File: config.mk
export PLATFORM = sky130hd
export DESIGN_NAME = polar_go_to_pose_controller_flat
export DESIGN_NICKNAME = d
export VERILOG_FILES = /design/src/hdl/pgp_pkg.sv /design/src/hdl/pgp_if.sv /design/src/hdl/polar_go_to_pose_controller.sv /design/src/hdl/pgp_cordic.sv /design/src/hdl/pgp_mac.sv /design/src/flat_wrapper.sv
export SDC_FILE = /design/constraint.sdc
export NUM_CORES = 2
export LEC_CHECK = 0
export BUFFER_PORTS_ARGS = -buffer_cell sky130_fd_sc_hd__buf_2
export CAP_MARGIN = 10
export CORE_ASPECT_RATIO = 1.1
export CORE_MARGIN = 10
export CORE_UTILIZATION = 54
export CTS_BUF_LIST = sky130_fd_sc_hd__clkbuf_8
export DETAILED_ROUTE_END_ITERATION = 10
export PLACE_DENSITY = 0.7
export SLEW_MARGIN = 10
export SYNTH_ARGS = -nofsm -noshare
export SYNTH_HDL_FRONTEND = slang
export SYNTH_SLANG_ARGS = --single-unit
File: constraint.sdc
create_clock -name clk -period 9.8 [get_ports clk]
set_clock_uncertainty 0.2 [all_clocks]
set_input_delay 1.96 -clock clk [delete_from_list [all_inputs] [get_ports clk]]
set_output_delay 1.96 -clock clk [all_outputs]
set_load 0.005 [all_outputs]
File: src/hdl/pgp_pkg.sv
// Shared package of the polar go-to-pose controller: codes, widths,
// reset values, CORDIC arctangent table and control structs.
// No dependencies.
package pgp_pkg;

	// Default parameter values
	localparam int CORDIC_ITERATIONS_DEF = 16;
	localparam int POSITION_BITS_DEF     = 24;
	localparam int ANGLE_BITS_DEF        = 16;

	// Fixed field widths
	localparam int HEADING_W  = 16;
	localparam int GAIN_W     = 16;
	localparam int DIST_W     = 24;
	localparam int TOL_W      = 15;
	localparam int LIN_W      = 24;
	localparam int ANG_W      = 20;
	localparam int CFG_IDX_W  = 3;
	localparam int CFG_DATA_W = 24;
	localparam int MODE_W     = 2;

	// Output saturation limits
	localparam int ANG_MAX = 524287;
	localparam int ANG_MIN = -524288;

	// Configuration register indexes
	localparam logic [CFG_IDX_W-1:0] CFG_GAIN_RHO     = 3'd0;
	localparam logic [CFG_IDX_W-1:0] CFG_GAIN_ALPHA   = 3'd1;
	localparam logic [CFG_IDX_W-1:0] CFG_GAIN_BETA    = 3'd2;
	localparam logic [CFG_IDX_W-1:0] CFG_ARRIVE_DIST  = 3'd3;
	localparam logic [CFG_IDX_W-1:0] CFG_HEADING_TOL  = 3'd4;

	// Configuration reset values
	localparam logic [GAIN_W-1:0] GAIN_RHO_RST     = 16'd2048;
	localparam logic [GAIN_W-1:0] GAIN_ALPHA_RST   = 16'd6144;
	localparam logic [GAIN_W-1:0] GAIN_BETA_RST    = 16'd2458;
	localparam logic [DIST_W-1:0] ARRIVE_DIST_RST  = 24'd3277;
	localparam logic [TOL_W-1:0]  HEADING_TOL_RST  = 15'd939;

	// Item opcodes
	localparam logic OP_TICK = 1'b0;
	localparam logic OP_GOAL = 1'b1;

	// Controller modes
	localparam logic [MODE_W-1:0] MODE_MOVE    = 2'd0;
	localparam logic [MODE_W-1:0] MODE_ROTATE  = 2'd1;
	localparam logic [MODE_W-1:0] MODE_REACHED = 2'd2;

	// 1/K of the CORDIC in Q0.16
	localparam logic [GAIN_W-1:0] KINV_Q16 = 16'd39797;

	// Arctangent table, 2^32 units per turn
	localparam int ATAN_IW = 5;

	function automatic logic [31:0] atan_lut(input logic [ATAN_IW-1:0] idx);
		logic [31:0] r;
		unique case (idx)
			5'd0:  r = 32'd536870912;
			5'd1:  r = 32'd316933406;
			5'd2:  r = 32'd167458907;
			5'd3:  r = 32'd85004756;
			5'd4:  r = 32'd42667331;
			5'd5:  r = 32'd21354465;
			5'd6:  r = 32'd10680862;
			5'd7:  r = 32'd5340245;
			5'd8:  r = 32'd2670163;
			5'd9:  r = 32'd1335087;
			5'd10: r = 32'd667544;
			5'd11: r = 32'd333772;
			5'd12: r = 32'd166886;
			5'd13: r = 32'd83443;
			5'd14: r = 32'd41722;
			5'd15: r = 32'd20861;
			5'd16: r = 32'd10430;
			5'd17: r = 32'd5215;
			5'd18: r = 32'd2608;
			5'd19: r = 32'd1304;
			5'd20: r = 32'd652;
			5'd21: r = 32'd326;
			5'd22: r = 32'd163;
			5'd23: r = 32'd81;
			default: r = 32'd0;
		endcase
		return r;
	endfunction

	// CORDIC status toward the sequencer
	typedef struct packed {
		logic busy;
		logic done;
	} cor_st_t;

	// Multiply-accumulate command
	typedef struct packed {
		logic en;      // issue a product
		logic init;    // start a new sum from the rounding constant
		logic rnd_hi;  // rounding constant 2^23, else 2^11
		logic neg;     // subtract the product
		logic hi;      // product is the upper partial, shift up
	} mac_ctl_t;

endpackage

File: src/hdl/pgp_if.sv
// Handshake channels of the go-to-pose controller: input items and
// result items, each with valid, ready and payload. Depends on pgp_pkg.
interface pgp_in_if #(
	parameter int POSITION_BITS = pgp_pkg::POSITION_BITS_DEF
) ();
	import pgp_pkg::*;

	logic                           valid;
	logic                           ready;
	logic                           opcode;
	logic signed [POSITION_BITS-1:0] pos_x;
	logic signed [POSITION_BITS-1:0] pos_y;
	logic signed [HEADING_W-1:0]     heading;
	logic                           pose_valid;

	modport source (output valid, opcode, pos_x, pos_y, heading, pose_valid, input ready);
	modport sink (input valid, opcode, pos_x, pos_y, heading, pose_valid, output ready);
endinterface

interface pgp_out_if ();
	import pgp_pkg::*;

	logic                    valid;
	logic                    ready;
	logic [LIN_W-1:0]        linear_velocity;
	logic signed [ANG_W-1:0] angular_rate;

	modport source (output valid, linear_velocity, angular_rate, input ready);
	modport sink (input valid, linear_velocity, angular_rate, output ready);
endinterface

File: src/hdl/polar_go_to_pose_controller.sv
// Polar go-to-pose controller top level: sequencer, pose and twist state,
// angle arithmetic and output register. Depends on pgp_pkg, pgp_if,
// pgp_cordic and pgp_mac.
//
// A goal item (opcode 1) stores the goal pose, sets Move and gives no
// result. A control tick occupies the block through the iterative CORDIC,
// one micro-rotation per cycle, and the passes through the single shared
// multiply-accumulate unit: distance scaling, then, only when Move issues
// a new twist, the two gain sums. in_item.ready is high only between
// items. A tick with a valid pose yields one result item, held in an
// output register so the next item can be taken while it waits; a tick
// whose pose is invalid runs the mode machine on the stored pose and gives
// no result. Angles are binary with 2^ANGLE_BITS per turn; speeds saturate
// to the output widths.
module polar_go_to_pose_controller #(
	parameter int CORDIC_ITERATIONS = pgp_pkg::CORDIC_ITERATIONS_DEF,
	parameter int POSITION_BITS     = pgp_pkg::POSITION_BITS_DEF,
	parameter int ANGLE_BITS        = pgp_pkg::ANGLE_BITS_DEF
) (
	input  logic                            clk,
	input  logic                            arst_n,
	pgp_in_if.sink                          in_item,
	pgp_out_if.source                       out_item,
	input  logic                            cfg_we,
	input  logic [pgp_pkg::CFG_IDX_W-1:0]   cfg_idx,
	input  logic [pgp_pkg::CFG_DATA_W-1:0]  cfg_data
);
	import pgp_pkg::*;

	localparam int PW = POSITION_BITS;
	localparam int A  = ANGLE_BITS;
	localparam int CW = PW + 12;
	localparam int HS = (CW + 1) / 2;
	localparam int RW = CW - 8;
	localparam int MA = (HS + 1 > A) ? HS + 1 : A;
	localparam int AW = CW + 18;
	localparam int SW = AW - 12;
	localparam int TW = (A > TOL_W) ? A : TOL_W;
	localparam int DW = (RW > DIST_W) ? RW : DIST_W;
	localparam int UP = (A >= HEADING_W) ? A - HEADING_W : 0;
	localparam int DN = (A < HEADING_W) ? HEADING_W - A : 0;

	// sequencer states
	localparam logic [3:0] S_IDLE = 4'd0;
	localparam logic [3:0] S_DIFF = 4'd1;
	localparam logic [3:0] S_CORD = 4'd2;
	localparam logic [3:0] S_RHO0 = 4'd3;
	localparam logic [3:0] S_RHO1 = 4'd4;
	localparam logic [3:0] S_RHO2 = 4'd5;
	localparam logic [3:0] S_DEC  = 4'd6;
	localparam logic [3:0] S_V0   = 4'd7;
	localparam logic [3:0] S_V1   = 4'd8;
	localparam logic [3:0] S_W0   = 4'd9;
	localparam logic [3:0] S_W1   = 4'd10;
	localparam logic [3:0] S_W2   = 4'd11;
	localparam logic [3:0] S_W3   = 4'd12;
	localparam logic [3:0] S_OUT  = 4'd13;

	logic [3:0] state_q;

	// configuration
	logic [GAIN_W-1:0] gain_rho_q, gain_alpha_q, gain_beta_q;
	logic [DIST_W-1:0] arrive_q;
	logic [TOL_W-1:0]  tol_q;

	// controller state
	logic [MODE_W-1:0]        mode_q;
	logic signed [PW-1:0]     goal_x_q, goal_y_q, robot_x_q, robot_y_q;
	logic [HEADING_W-1:0]     goal_head_q, robot_head_q;
	logic [LIN_W-1:0]         held_lin_q;
	logic signed [ANG_W-1:0]  held_ang_q;
	logic                     valid_q;

	// working registers
	logic signed [A-1:0] theta_q, alpha_q, beta_q;
	logic [A-1:0]        atheta_q;
	logic [RW-1:0]       rho_q;

	// output register
	logic                    out_valid_q;
	logic [LIN_W-1:0]        out_lin_q;
	logic signed [ANG_W-1:0] out_ang_q;

	logic in_acc, out_load;

	// shared units
	logic                cor_start;
	logic signed [PW:0]  dx, dy;
	cor_st_t             cor_st;
	logic [CW-1:0]       mag;
	logic [A-1:0]        bearing;
	mac_ctl_t            mac_ctl;
	logic signed [MA-1:0] mac_a;
	logic [GAIN_W-1:0]   mac_b;
	logic signed [AW-1:0] acc;

	// heading field to angle units
	function automatic logic [A-1:0] to_angle(input logic [HEADING_W-1:0] h);
		logic signed [47:0] e;
		e = 48'($signed(h));
		e = (e <<< UP) >>> DN;
		return e[A-1:0];
	endfunction

	// angle arithmetic, all wrapping modulo one turn
	logic [A-1:0] gh, rh, theta_w, alpha_w, beta_w, atheta_w;
	assign gh       = to_angle(goal_head_q);
	assign rh       = to_angle(robot_head_q);
	assign theta_w  = gh - rh;
	assign alpha_w  = bearing - rh;
	assign beta_w   = theta_w - alpha_w;
	assign atheta_w = theta_w[A-1] ? (~theta_w + 1'b1) : theta_w;

	// distance from the accumulator and the reach tests
	logic [RW-1:0] rho_now;
	logic          near, aligned;
	assign rho_now = acc[RW+23:24];
	assign near    = DW'(rho_now) < DW'(arrive_q);
	assign aligned = TW'(atheta_q) < TW'(tol_q);

	// shared saturator for the turn rate, plus the linear-speed clamp
	logic signed [SW-1:0]    sat_src;
	logic signed [ANG_W-1:0] sat_ang;
	logic [SW-1:0]           v_src;
	logic [LIN_W-1:0]        sat_lin;
	always_comb begin
		sat_src = (state_q == S_DEC) ? SW'(theta_q) : acc[AW-1:12];
		if (sat_src > SW'(ANG_MAX)) begin
			sat_ang = ANG_W'(ANG_MAX);
		end else if (sat_src < SW'(ANG_MIN)) begin
			sat_ang = ANG_W'(ANG_MIN);
		end else begin
			sat_ang = sat_src[ANG_W-1:0];
		end
		v_src   = acc[AW-1:12];
		sat_lin = (|v_src[SW-1:LIN_W]) ? '1 : v_src[LIN_W-1:0];
	end

	// offsets to the goal
	assign dx = {goal_x_q[PW-1], goal_x_q} - {robot_x_q[PW-1], robot_x_q};
	assign dy = {goal_y_q[PW-1], goal_y_q} - {robot_y_q[PW-1], robot_y_q};
	assign cor_start = (state_q == S_DIFF);

	pgp_cordic #(
		.ITER (CORDIC_ITERATIONS),
		.PW   (PW),
		.AB   (A),
		.CW   (CW)
	) u_cordic (
		.clk     (clk),
		.arst_n  (arst_n),
		.start   (cor_start),
		.dx      (dx),
		.dy      (dy),
		.st      (cor_st),
		.mag     (mag),
		.bearing (bearing)
	);

	// multiply-accumulate commands per step
	always_comb begin
		mac_ctl = '0;
		mac_a   = '0;
		mac_b   = '0;
		unique case (state_q)
			S_RHO0: begin
				mac_ctl = '{en: 1'b1, init: 1'b1, rnd_hi: 1'b1, neg: 1'b0, hi: 1'b0};
				mac_a   = $signed(MA'(mag[HS-1:0]));
				mac_b   = KINV_Q16;
			end
			S_RHO1: begin
				mac_ctl = '{en: 1'b1, init: 1'b0, rnd_hi: 1'b0, neg: 1'b0, hi: 1'b1};
				mac_a   = $signed(MA'(mag[CW-1:HS]));
				mac_b   = KINV_Q16;
			end
			S_V0: begin
				mac_ctl = '{en: 1'b1, init: 1'b1, rnd_hi: 1'b0, neg: 1'b0, hi: 1'b0};
				mac_a   = $signed(MA'(rho_q[HS-1:0]));
				mac_b   = gain_rho_q;
			end
			S_V1: begin
				mac_ctl = '{en: 1'b1, init: 1'b0, rnd_hi: 1'b0, neg: 1'b0, hi: 1'b1};
				mac_a   = $signed(MA'(rho_q[RW-1:HS]));
				mac_b   = gain_rho_q;
			end
			S_W0: begin
				mac_ctl = '{en: 1'b1, init: 1'b1, rnd_hi: 1'b0, neg: 1'b0, hi: 1'b0};
				mac_a   = MA'(alpha_q);
				mac_b   = gain_alpha_q;
			end
			S_W1: begin
				mac_ctl = '{en: 1'b1, init: 1'b0, rnd_hi: 1'b0, neg: 1'b1, hi: 1'b0};
				mac_a   = MA'(beta_q);
				mac_b   = gain_beta_q;
			end
			default: begin
				mac_ctl = '0;
			end
		endcase
	end

	pgp_mac #(
		.MA (MA),
		.AW (AW),
		.HS (HS)
	) u_mac (
		.clk    (clk),
		.arst_n (arst_n),
		.ctl    (mac_ctl),
		.a      (mac_a),
		.b      (mac_b),
		.acc    (acc)
	);

	// handshakes
	assign in_item.ready = (state_q == S_IDLE);
	assign in_acc        = in_item.valid && in_item.ready;
	assign out_load      = (state_q == S_OUT) && valid_q &&
	                       (!out_valid_q || out_item.ready);

	// configuration writes
	always_ff @(posedge clk or negedge arst_n) begin
		if (!arst_n) begin
			gain_rho_q   <= GAIN_RHO_RST;
			gain_alpha_q <= GAIN_ALPHA_RST;
			gain_beta_q  <= GAIN_BETA_RST;
			arrive_q     <= ARRIVE_DIST_RST;
			tol_q        <= HEADING_TOL_RST;
		end else if (cfg_we) begin
			unique case (cfg_idx)
				CFG_GAIN_RHO:    gain_rho_q   <= cfg_data[GAIN_W-1:0];
				CFG_GAIN_ALPHA:  gain_alpha_q <= cfg_data[GAIN_W-1:0];
				CFG_GAIN_BETA:   gain_beta_q  <= cfg_data[GAIN_W-1:0];
				CFG_ARRIVE_DIST: arrive_q     <= cfg_data[DIST_W-1:0];
				CFG_HEADING_TOL: tol_q        <= cfg_data[TOL_W-1:0];
				default: ;
			endcase
		end
	end

	// sequencer, pose and twist state
	always_ff @(posedge clk or negedge arst_n) begin
		if (!arst_n) begin
			state_q      <= S_IDLE;
			mode_q       <= MODE_REACHED;
			goal_x_q     <= '0;
			goal_y_q     <= '0;
			goal_head_q  <= '0;
			robot_x_q    <= '0;
			robot_y_q    <= '0;
			robot_head_q <= '0;
			held_lin_q   <= '0;
			held_ang_q   <= '0;
			valid_q      <= 1'b0;
		end else begin
			unique case (state_q)
				S_IDLE: begin
					if (in_acc) begin
						if (in_item.opcode == OP_GOAL) begin
							goal_x_q    <= in_item.pos_x;
							goal_y_q    <= in_item.pos_y;
							goal_head_q <= in_item.heading;
							mode_q      <= MODE_MOVE;
						end else begin
							valid_q <= in_item.pose_valid;
							if (in_item.pose_valid) begin
								robot_x_q    <= in_item.pos_x;
								robot_y_q    <= in_item.pos_y;
								robot_head_q <= in_item.heading;
							end
							state_q <= S_DIFF;
						end
					end
				end
				S_DIFF: state_q <= S_CORD;
				S_CORD: begin
					if (cor_st.done) begin
						state_q <= S_RHO0;
					end
				end
				S_RHO0: state_q <= S_RHO1;
				S_RHO1: state_q <= S_RHO2;
				S_RHO2: state_q <= S_DEC;
				S_DEC: begin
					state_q <= S_OUT;
					if (mode_q == MODE_MOVE) begin
						if (near) begin
							mode_q <= aligned ? MODE_REACHED : MODE_ROTATE;
						end else begin
							state_q <= S_V0;
						end
					end else if (mode_q == MODE_ROTATE) begin
						if (aligned) begin
							mode_q <= MODE_REACHED;
						end else begin
							held_lin_q <= '0;
							held_ang_q <= sat_ang;
						end
					end else begin
						held_lin_q <= '0;
						held_ang_q <= '0;
					end
				end
				S_V0: state_q <= S_V1;
				S_V1: state_q <= S_W0;
				S_W0: state_q <= S_W1;
				S_W1: begin
					held_lin_q <= sat_lin;
					state_q    <= S_W2;
				end
				S_W2: state_q <= S_W3;
				S_W3: begin
					held_ang_q <= sat_ang;
					state_q    <= S_OUT;
				end
				S_OUT: begin
					if (!valid_q || out_load) begin
						state_q <= S_IDLE;
					end
				end
				default: state_q <= S_IDLE;
			endcase
		end
	end

	// angle and distance working registers
	always_ff @(posedge clk) begin
		if (state_q == S_RHO0) begin
			theta_q  <= theta_w;
			alpha_q  <= alpha_w;
			beta_q   <= beta_w;
			atheta_q <= atheta_w;
		end
		if (state_q == S_DEC) begin
			rho_q <= rho_now;
		end
	end

	// output register
	always_ff @(posedge clk or negedge arst_n) begin
		if (!arst_n) begin
			out_valid_q <= 1'b0;
		end else if (out_load) begin
			out_valid_q <= 1'b1;
		end else if (out_item.ready) begin
			out_valid_q <= 1'b0;
		end
	end

	always_ff @(posedge clk) begin
		if (out_load) begin
			out_lin_q <= held_lin_q;
			out_ang_q <= held_ang_q;
		end
	end

	assign out_item.valid           = out_valid_q;
	assign out_item.linear_velocity = out_lin_q;
	assign out_item.angular_rate    = out_ang_q;

	// checks
	a_goal_sets_move: assert property (@(posedge clk) disable iff (!arst_n)
		(in_acc && in_item.opcode == OP_GOAL) |=> (mode_q == MODE_MOVE))
		else $error("goal item did not set Move");

	a_cordic_done_in_wait: assert property (@(posedge clk) disable iff (!arst_n)
		cor_st.done |-> (state_q == S_CORD))
		else $error("CORDIC finished outside its wait step");

	a_reached_zero_twist: assert property (@(posedge clk) disable iff (!arst_n)
		(state_q == S_DEC && mode_q == MODE_REACHED) |=>
		(held_lin_q == '0 && held_ang_q == '0))
		else $error("twist not cleared in Reached");

	a_no_result_invalid: assert property (@(posedge clk) disable iff (!arst_n)
		(state_q == S_OUT && !valid_q) |=> !$rose(out_valid_q))
		else $error("result given for an invalid pose");

endmodule

File: src/hdl/pgp_cordic.sv
// Iterative vectoring CORDIC: one micro-rotation per cycle through a
// shared barrel shifter and adders. Gives magnitude and rounded bearing.
// Depends on pgp_pkg.
module pgp_cordic #(
	parameter int ITER = pgp_pkg::CORDIC_ITERATIONS_DEF,
	parameter int PW   = pgp_pkg::POSITION_BITS_DEF,
	parameter int AB   = pgp_pkg::ANGLE_BITS_DEF,
	parameter int CW   = PW + 12
) (
	input  logic                  clk,
	input  logic                  arst_n,
	input  logic                  start,
	input  logic signed [PW:0]    dx,
	input  logic signed [PW:0]    dy,
	output pgp_pkg::cor_st_t      st,
	output logic [CW-1:0]         mag,
	output logic [AB-1:0]         bearing
);
	import pgp_pkg::*;

	localparam int CNTW = $clog2(ITER);

	logic signed [CW-1:0] x_q, y_q;
	logic [31:0]          z_q;
	logic [CNTW-1:0]      cnt_q;
	logic                 busy_q, done_q, zero_q;

	logic signed [CW-1:0] xs, ys, x_sh, y_sh;
	logic [31:0]          atan_i, z_rnd;

	// offsets scaled by 256
	assign xs = CW'(dx) <<< 8;
	assign ys = CW'(dy) <<< 8;

	// shared shifter for the current iteration
	assign x_sh   = x_q >>> cnt_q;
	assign y_sh   = y_q >>> cnt_q;
	assign atan_i = atan_lut(ATAN_IW'(cnt_q));

	// control
	always_ff @(posedge clk or negedge arst_n) begin
		if (!arst_n) begin
			busy_q <= 1'b0;
			done_q <= 1'b0;
			cnt_q  <= '0;
		end else begin
			done_q <= 1'b0;
			if (start) begin
				busy_q <= 1'b1;
				cnt_q  <= '0;
			end else if (busy_q) begin
				if (cnt_q == CNTW'(ITER - 1)) begin
					busy_q <= 1'b0;
					done_q <= 1'b1;
				end else begin
					cnt_q <= cnt_q + 1'b1;
				end
			end
		end
	end

	// datapath: quarter-turn pre-rotation, then micro-rotations
	always_ff @(posedge clk) begin
		if (start) begin
			zero_q <= (dx == '0) && (dy == '0);
			if (xs[CW-1]) begin
				if (!ys[CW-1]) begin
					x_q <= ys;
					y_q <= -xs;
					z_q <= 32'h4000_0000;
				end else begin
					x_q <= -ys;
					y_q <= xs;
					z_q <= 32'hC000_0000;
				end
			end else begin
				x_q <= xs;
				y_q <= ys;
				z_q <= '0;
			end
		end else if (busy_q) begin
			if (!y_q[CW-1]) begin
				x_q <= x_q + y_sh;
				y_q <= y_q - x_sh;
				z_q <= z_q + atan_i;
			end else begin
				x_q <= x_q - y_sh;
				y_q <= y_q + x_sh;
				z_q <= z_q - atan_i;
			end
		end
	end

	// bearing rounded half up to the angle width
	assign z_rnd   = z_q + (32'd1 << (31 - AB));
	assign bearing = zero_q ? '0 : z_rnd[31 -: AB];
	assign mag     = x_q;
	assign st      = '{busy: busy_q, done: done_q};

endmodule

File: src/hdl/pgp_mac.sv
// Shared multiply-accumulate unit: registered product, then a rounding
// accumulator that adds, subtracts or shifts up partial products.
// Depends on pgp_pkg.
module pgp_mac #(
	parameter int MA = 25,
	parameter int AW = 54,
	parameter int HS = 18
) (
	input  logic                     clk,
	input  logic                     arst_n,
	input  pgp_pkg::mac_ctl_t        ctl,
	input  logic signed [MA-1:0]     a,
	input  logic [pgp_pkg::GAIN_W-1:0] b,
	output logic signed [AW-1:0]     acc
);
	import pgp_pkg::*;

	localparam int PWD = MA + GAIN_W + 1;

	mac_ctl_t              ctl_s1;
	logic signed [PWD-1:0] p_s1;
	logic signed [AW-1:0]  acc_q, term, term_sh, base;

	// product stage
	always_ff @(posedge clk or negedge arst_n) begin
		if (!arst_n) begin
			ctl_s1 <= '0;
		end else begin
			ctl_s1 <= ctl;
		end
	end

	always_ff @(posedge clk) begin
		if (ctl.en) begin
			p_s1 <= a * $signed({1'b0, b});
		end
	end

	// accumulate stage
	always_comb begin
		term    = AW'(p_s1);
		term_sh = ctl_s1.hi ? (term <<< HS) : term;
		if (ctl_s1.init) begin
			base = ctl_s1.rnd_hi ? (AW'(1) <<< 23) : (AW'(1) <<< 11);
		end else begin
			base = acc_q;
		end
	end

	always_ff @(posedge clk) begin
		if (ctl_s1.en) begin
			acc_q <= ctl_s1.neg ? (base - term_sh) : (base + term_sh);
		end
	end

	assign acc = acc_q;

endmodule
File: src/flat_wrapper.sv
// flat-port wrapper written by rule: the top's interface ports become plain ports
module polar_go_to_pose_controller_flat import pgp_pkg::*;
#(
	parameter int CORDIC_ITERATIONS = pgp_pkg::CORDIC_ITERATIONS_DEF,
	parameter int POSITION_BITS     = pgp_pkg::POSITION_BITS_DEF,
	parameter int ANGLE_BITS        = pgp_pkg::ANGLE_BITS_DEF
)
  (clk, arst_n, cfg_we, cfg_idx, cfg_data, in_item_valid, in_item_opcode, in_item_pos_x, in_item_pos_y, in_item_heading, in_item_pose_valid, in_item_ready, out_item_valid, out_item_linear_velocity, out_item_angular_rate, out_item_ready);
  pgp_in_if #(.POSITION_BITS(POSITION_BITS)) in_item_i ();
  pgp_out_if out_item_i ();
  input  logic clk;
  input  logic arst_n;
  input  logic cfg_we;
  input  logic [pgp_pkg::CFG_IDX_W-1:0] cfg_idx;
  input  logic [pgp_pkg::CFG_DATA_W-1:0] cfg_data;
  input wire logic [$bits(in_item_i.valid)-1:0] in_item_valid;
  input wire logic [$bits(in_item_i.opcode)-1:0] in_item_opcode;
  input wire logic [$bits(in_item_i.pos_x)-1:0] in_item_pos_x;
  input wire logic [$bits(in_item_i.pos_y)-1:0] in_item_pos_y;
  input wire logic [$bits(in_item_i.heading)-1:0] in_item_heading;
  input wire logic [$bits(in_item_i.pose_valid)-1:0] in_item_pose_valid;
  output wire logic [$bits(in_item_i.ready)-1:0] in_item_ready;
  output wire logic [$bits(out_item_i.valid)-1:0] out_item_valid;
  output wire logic [$bits(out_item_i.linear_velocity)-1:0] out_item_linear_velocity;
  output wire logic [$bits(out_item_i.angular_rate)-1:0] out_item_angular_rate;
  input wire logic [$bits(out_item_i.ready)-1:0] out_item_ready;
  assign in_item_i.valid = in_item_valid;
  assign in_item_i.opcode = in_item_opcode;
  assign in_item_i.pos_x = in_item_pos_x;
  assign in_item_i.pos_y = in_item_pos_y;
  assign in_item_i.heading = in_item_heading;
  assign in_item_i.pose_valid = in_item_pose_valid;
  assign in_item_ready = in_item_i.ready;
  assign out_item_valid = out_item_i.valid;
  assign out_item_linear_velocity = out_item_i.linear_velocity;
  assign out_item_angular_rate = out_item_i.angular_rate;
  assign out_item_i.ready = out_item_ready;
  polar_go_to_pose_controller #(.CORDIC_ITERATIONS(CORDIC_ITERATIONS), .POSITION_BITS(POSITION_BITS), .ANGLE_BITS(ANGLE_BITS)) u_core (.clk(clk), .arst_n(arst_n), .in_item(in_item_i), .out_item(out_item_i), .cfg_we(cfg_we), .cfg_idx(cfg_idx), .cfg_data(cfg_data));
endmodule
==> summary.md <==
| Metric | Value |
|---|---|
| Run status | `finished, final reports clean` |
| Core area | `105000 um^2` |
| Setup TNS | `0 ns` |
| Post-synth EDFFs | `330` |
| Layout Utilization | `0.586` |
| CTS Buffer Depth | `3` |
| Worst Slack Setup Final | `0.897 ns` |
| Minimum clock period | `8.90 ns` |
| # DRC | `0` |
| Via density | `6.11` |
| Gpl congestion | `0.972` |
| Most numerous cell on the critical path | `fa_1` |
| WL/cell | `23.1 um` |
| Count leader, synth | `inv_1` |
| Mapped Nets | `6881` |
| Worst Hold End | `u_core.out_item.angular_rate[16]` |
| I/O Pins | `144` |
| Setup violators final | `0` |
| GRT Total Usage | `0.295` |
| Most Used Layer, Global Route | `met2` |
| Worst Setup End Kind | `register` |
| Relative slew slack | `0.252` |
| Final Slew Violations | `0` |
| Mapped Cells | `6079` |
| # rows | `125` |
| FF-to-FF End | `u_core.u_mac.p_s1[35]` |
| Beginning of the worst hold path | `u_core.held_ang_q[16]` |
| Place WS | `1.07 ns` |
| DIE AREA | `119000 um^2` |
| FF+latch count, synth | `608` |
| Yosys cell types | `107` |
| Synth warn | `0` |
| # fillers | `9324` |
| Sequential Area | `16900 um^2` |
| CTS Buf Count | `108` |
| Final Hold Viols | `0` |
| Initial core utilization | `0.542` |
| Vias in the first global route | `46800` |
| Post-Syn Area | `57200 um^2` |
| Critical Path Fanout Max | `19` |
| Fmax | `112 MHz` |
| Die height | `361 um` |
| Root Buffer Master | `clkbuf_8` |
| Crit-path leading delay family | `adder cells` |
| Met1 usage | `0.356` |
| CTS tree | `done` |
| Antenna Nets Post-Route | `0` |
| Critical path's slowest cell | `nor2_2` |
| Drt first pass iters | `8` |
| Max Cap Viol | `0` |
| WS Path Type | `reg2reg` |
| Top-area cell type share of the netlist area | `0.173` |
| Post-CTS sizing | `0` |
| Worst hold-check path type | `reg2reg` |
| Hold Crit Depth | `0` |
| Initial DRC count | `4076` |
| Post-synthesis sequential area ratio | `0.296` |
| Met3 Use GR | `0.0403` |
| Reg2Reg Launch Point | `u_core.state_q[3]` |
| Met2 Use GR | `0.492` |
| Reg clk slew, reported paths | `0.07 ns` |
| Synth Flop Type | `edfxtp_1` |
| Die Width | `330 um` |
| Critical Path Start Type | `register` |
| Worst path buffer plus inverter count | `6` |
| Multi-input gate area | `36900 um^2` |
| CP required | `10.10 ns` |
| WL final | `177 mm` |
| Gr ovfl total | `0` |
| Synth async-reset ratio | `0.457` |
| Post-detail-place hpwl | `138 mm` |
| Share of cells above drive strength 1 | `0.126` |
| Worst-skew pair later-pin latency | `0.83 ns` |
| Worst reg-to-reg path cell count | `27` |
| Crit path DAT | `9.21 ns` |
| CP max stage delay | `0.77 ns` |
| Port bufs | `143` |
| Post-CTS Setup Bufs | `0` |
| List of most frequent post-synthesis cells | `inv_1, nor2_1, nand2_1, ha_1, a21oi_1` |
| Top cells by area, synth | `edfxtp_1, dfrtp_1, fa_1` |
| Post-CTS Hold Buffers | `0` |
| Worst slew pin tran | `1.12 ns` |
| RSZ-0062 raised after global routing | `false` |
| Via Count | `46800` |
| R2R Setup Slk | `0.90 ns` |
| Area delta synth->final | `8.06%` |
| Nets | `6967` |
| Average cell area after synthesis | `9.40 um^2` |
| CTS sink count | `608` |
| H-Tree Depth | `3` |
| Final Cycle Share | `0.908` |
| Global-route wire length before repair | `274 mm` |
| Initial antenna violation count | `2` |
| Largest net degree at the start of global routing | `133` |
| Largest area contributor in the netlist | `edfxtp_1` |
layer usage:
metal / vias to the layer above / share of wire
met1: 22900 / 0.38
met5: - / 0
met2: 1857 / 0.48
met4: 0 / 0.075
met3: 506 / 0.064
li1: 21500 / -
how the worst max path moves through the flow:
| stage | start | endpoint | slack (ns) | cells past startpoint |
|---|---|---|---|---|
| floorplan | u_core.state_q[2] | u_core.u_mac.p_s1[35] | 1.64 | 31 |
| global placement | u_core.state_q[0] | u_core.u_mac.p_s1[35] | 1.19 | 29 |
| detailed placement | u_core.state_q[3] | u_core.u_mac.p_s1[35] | 1.07 | 27 |
| CTS | u_core.state_q[3] | u_core.u_mac.p_s1[35] | 1.00 | 27 |
| global route | u_core.state_q[3] | u_core.u_mac.p_s1[35] | 0.31 | 28 |
| finish | u_core.state_q[3] | u_core.u_mac.p_s1[35] | 0.90 | 27 |
cells by family after synthesis:
family,share of synthesized area
simple gates,0.142
compound gates,0.151
buf+inv,0.0610
fa+ha+maj,0.196
flops,0.296
xor+xnor,0.0670
mux,0.0874
registers in the layout (all words and copies together), names as in the netlist, 16 cells and up:
signal,cells
u_core.gh,16
u_core.gain_beta_q,16
u_core.robot_x_q,24
u_core.out_item.linear_velocity,24
u_core.goal_y_q,24
u_core.goal_x_q,24
u_core.u_mac.p_s1,36
u_core.gain_rho_q,16
u_core.robot_y_q,24
u_core.u_cordic.z_q,32
u_core.out_item.angular_rate,20
u_core.rh,16
u_core.atheta_q,16
u_core.u_cordic.mag,36
u_core.rho_q,28
u_core.gain_alpha_q,16
u_core.held_lin_q,24
u_core.arrive_q,24
u_core.u_cordic.y_q,36
u_core.beta_q,16
u_core.alpha_q,16
u_core.u_mac.acc,54
u_core.held_ang_q,20
metrics by stage:
step	cells	instance area, um^2	hold WS [ns]
finish	7657	61800	0.247
global route	7657	61800	0.259
CTS	7656	61800	0.245
detailed placement	7452	59300	0.233
global placement	7452	59300	0.231
floorplan	6079	57200	0.219
worst register-to-register path, cell delays in order, from the launching register on:
cell and delay, ns:
dfrtp_1 0.65, nand2_1 0.28, nor2_2 0.77, a22o_1 0.62, nand2_1 0.20, inv_1 0.15, fa_1 0.44, inv_1 0.26
fa_1 0.49, inv_1 0.37, fa_1 0.49, fa_1 0.48, fa_1 0.54, inv_1 0.06, fa_1 0.53, inv_1 0.04
ha_1 0.34, a21o_1 0.18, a21o_1 0.17, a21oi_1 0.26, and3_1 0.21, a21oi_1 0.04, o31ai_1 0.09, buf_4 0.19
o2111a_1 0.19, o21bai_1 0.07, a21oi_1 0.17, xnor2_1 0.08
final cells by class:
cell class,count,share of cell area
multi-input combinational,4578,0.598
sequential,608,0.274
inverter,650,0.0395
tap,1397,0.0283
clock buffer,126,0.0281
timing repair buffer,219,0.0212
clock inverter,78,0.0113
antenna,1,0.0000405
cell usage in the layout (no fill, tap or decap), drive strengths merged, types with 99 or more instances in the layout:
cell type / n
nor3: 99
a21oi: 368
o21ai: 289
nor2: 535
nor2b: 123
nand3: 108
nand2: 508
mux2: 229
xor2: 171
xnor2: 266
fa: 316
buf: 219
a21o: 132
edfxtp: 330
dfrtp: 254
clkbuf: 126
ha: 388
inv: 680
Power is left out: the tool's default activity adds up to more than one toggle a clock period on the data nets, which glitch-free logic cannot reach.
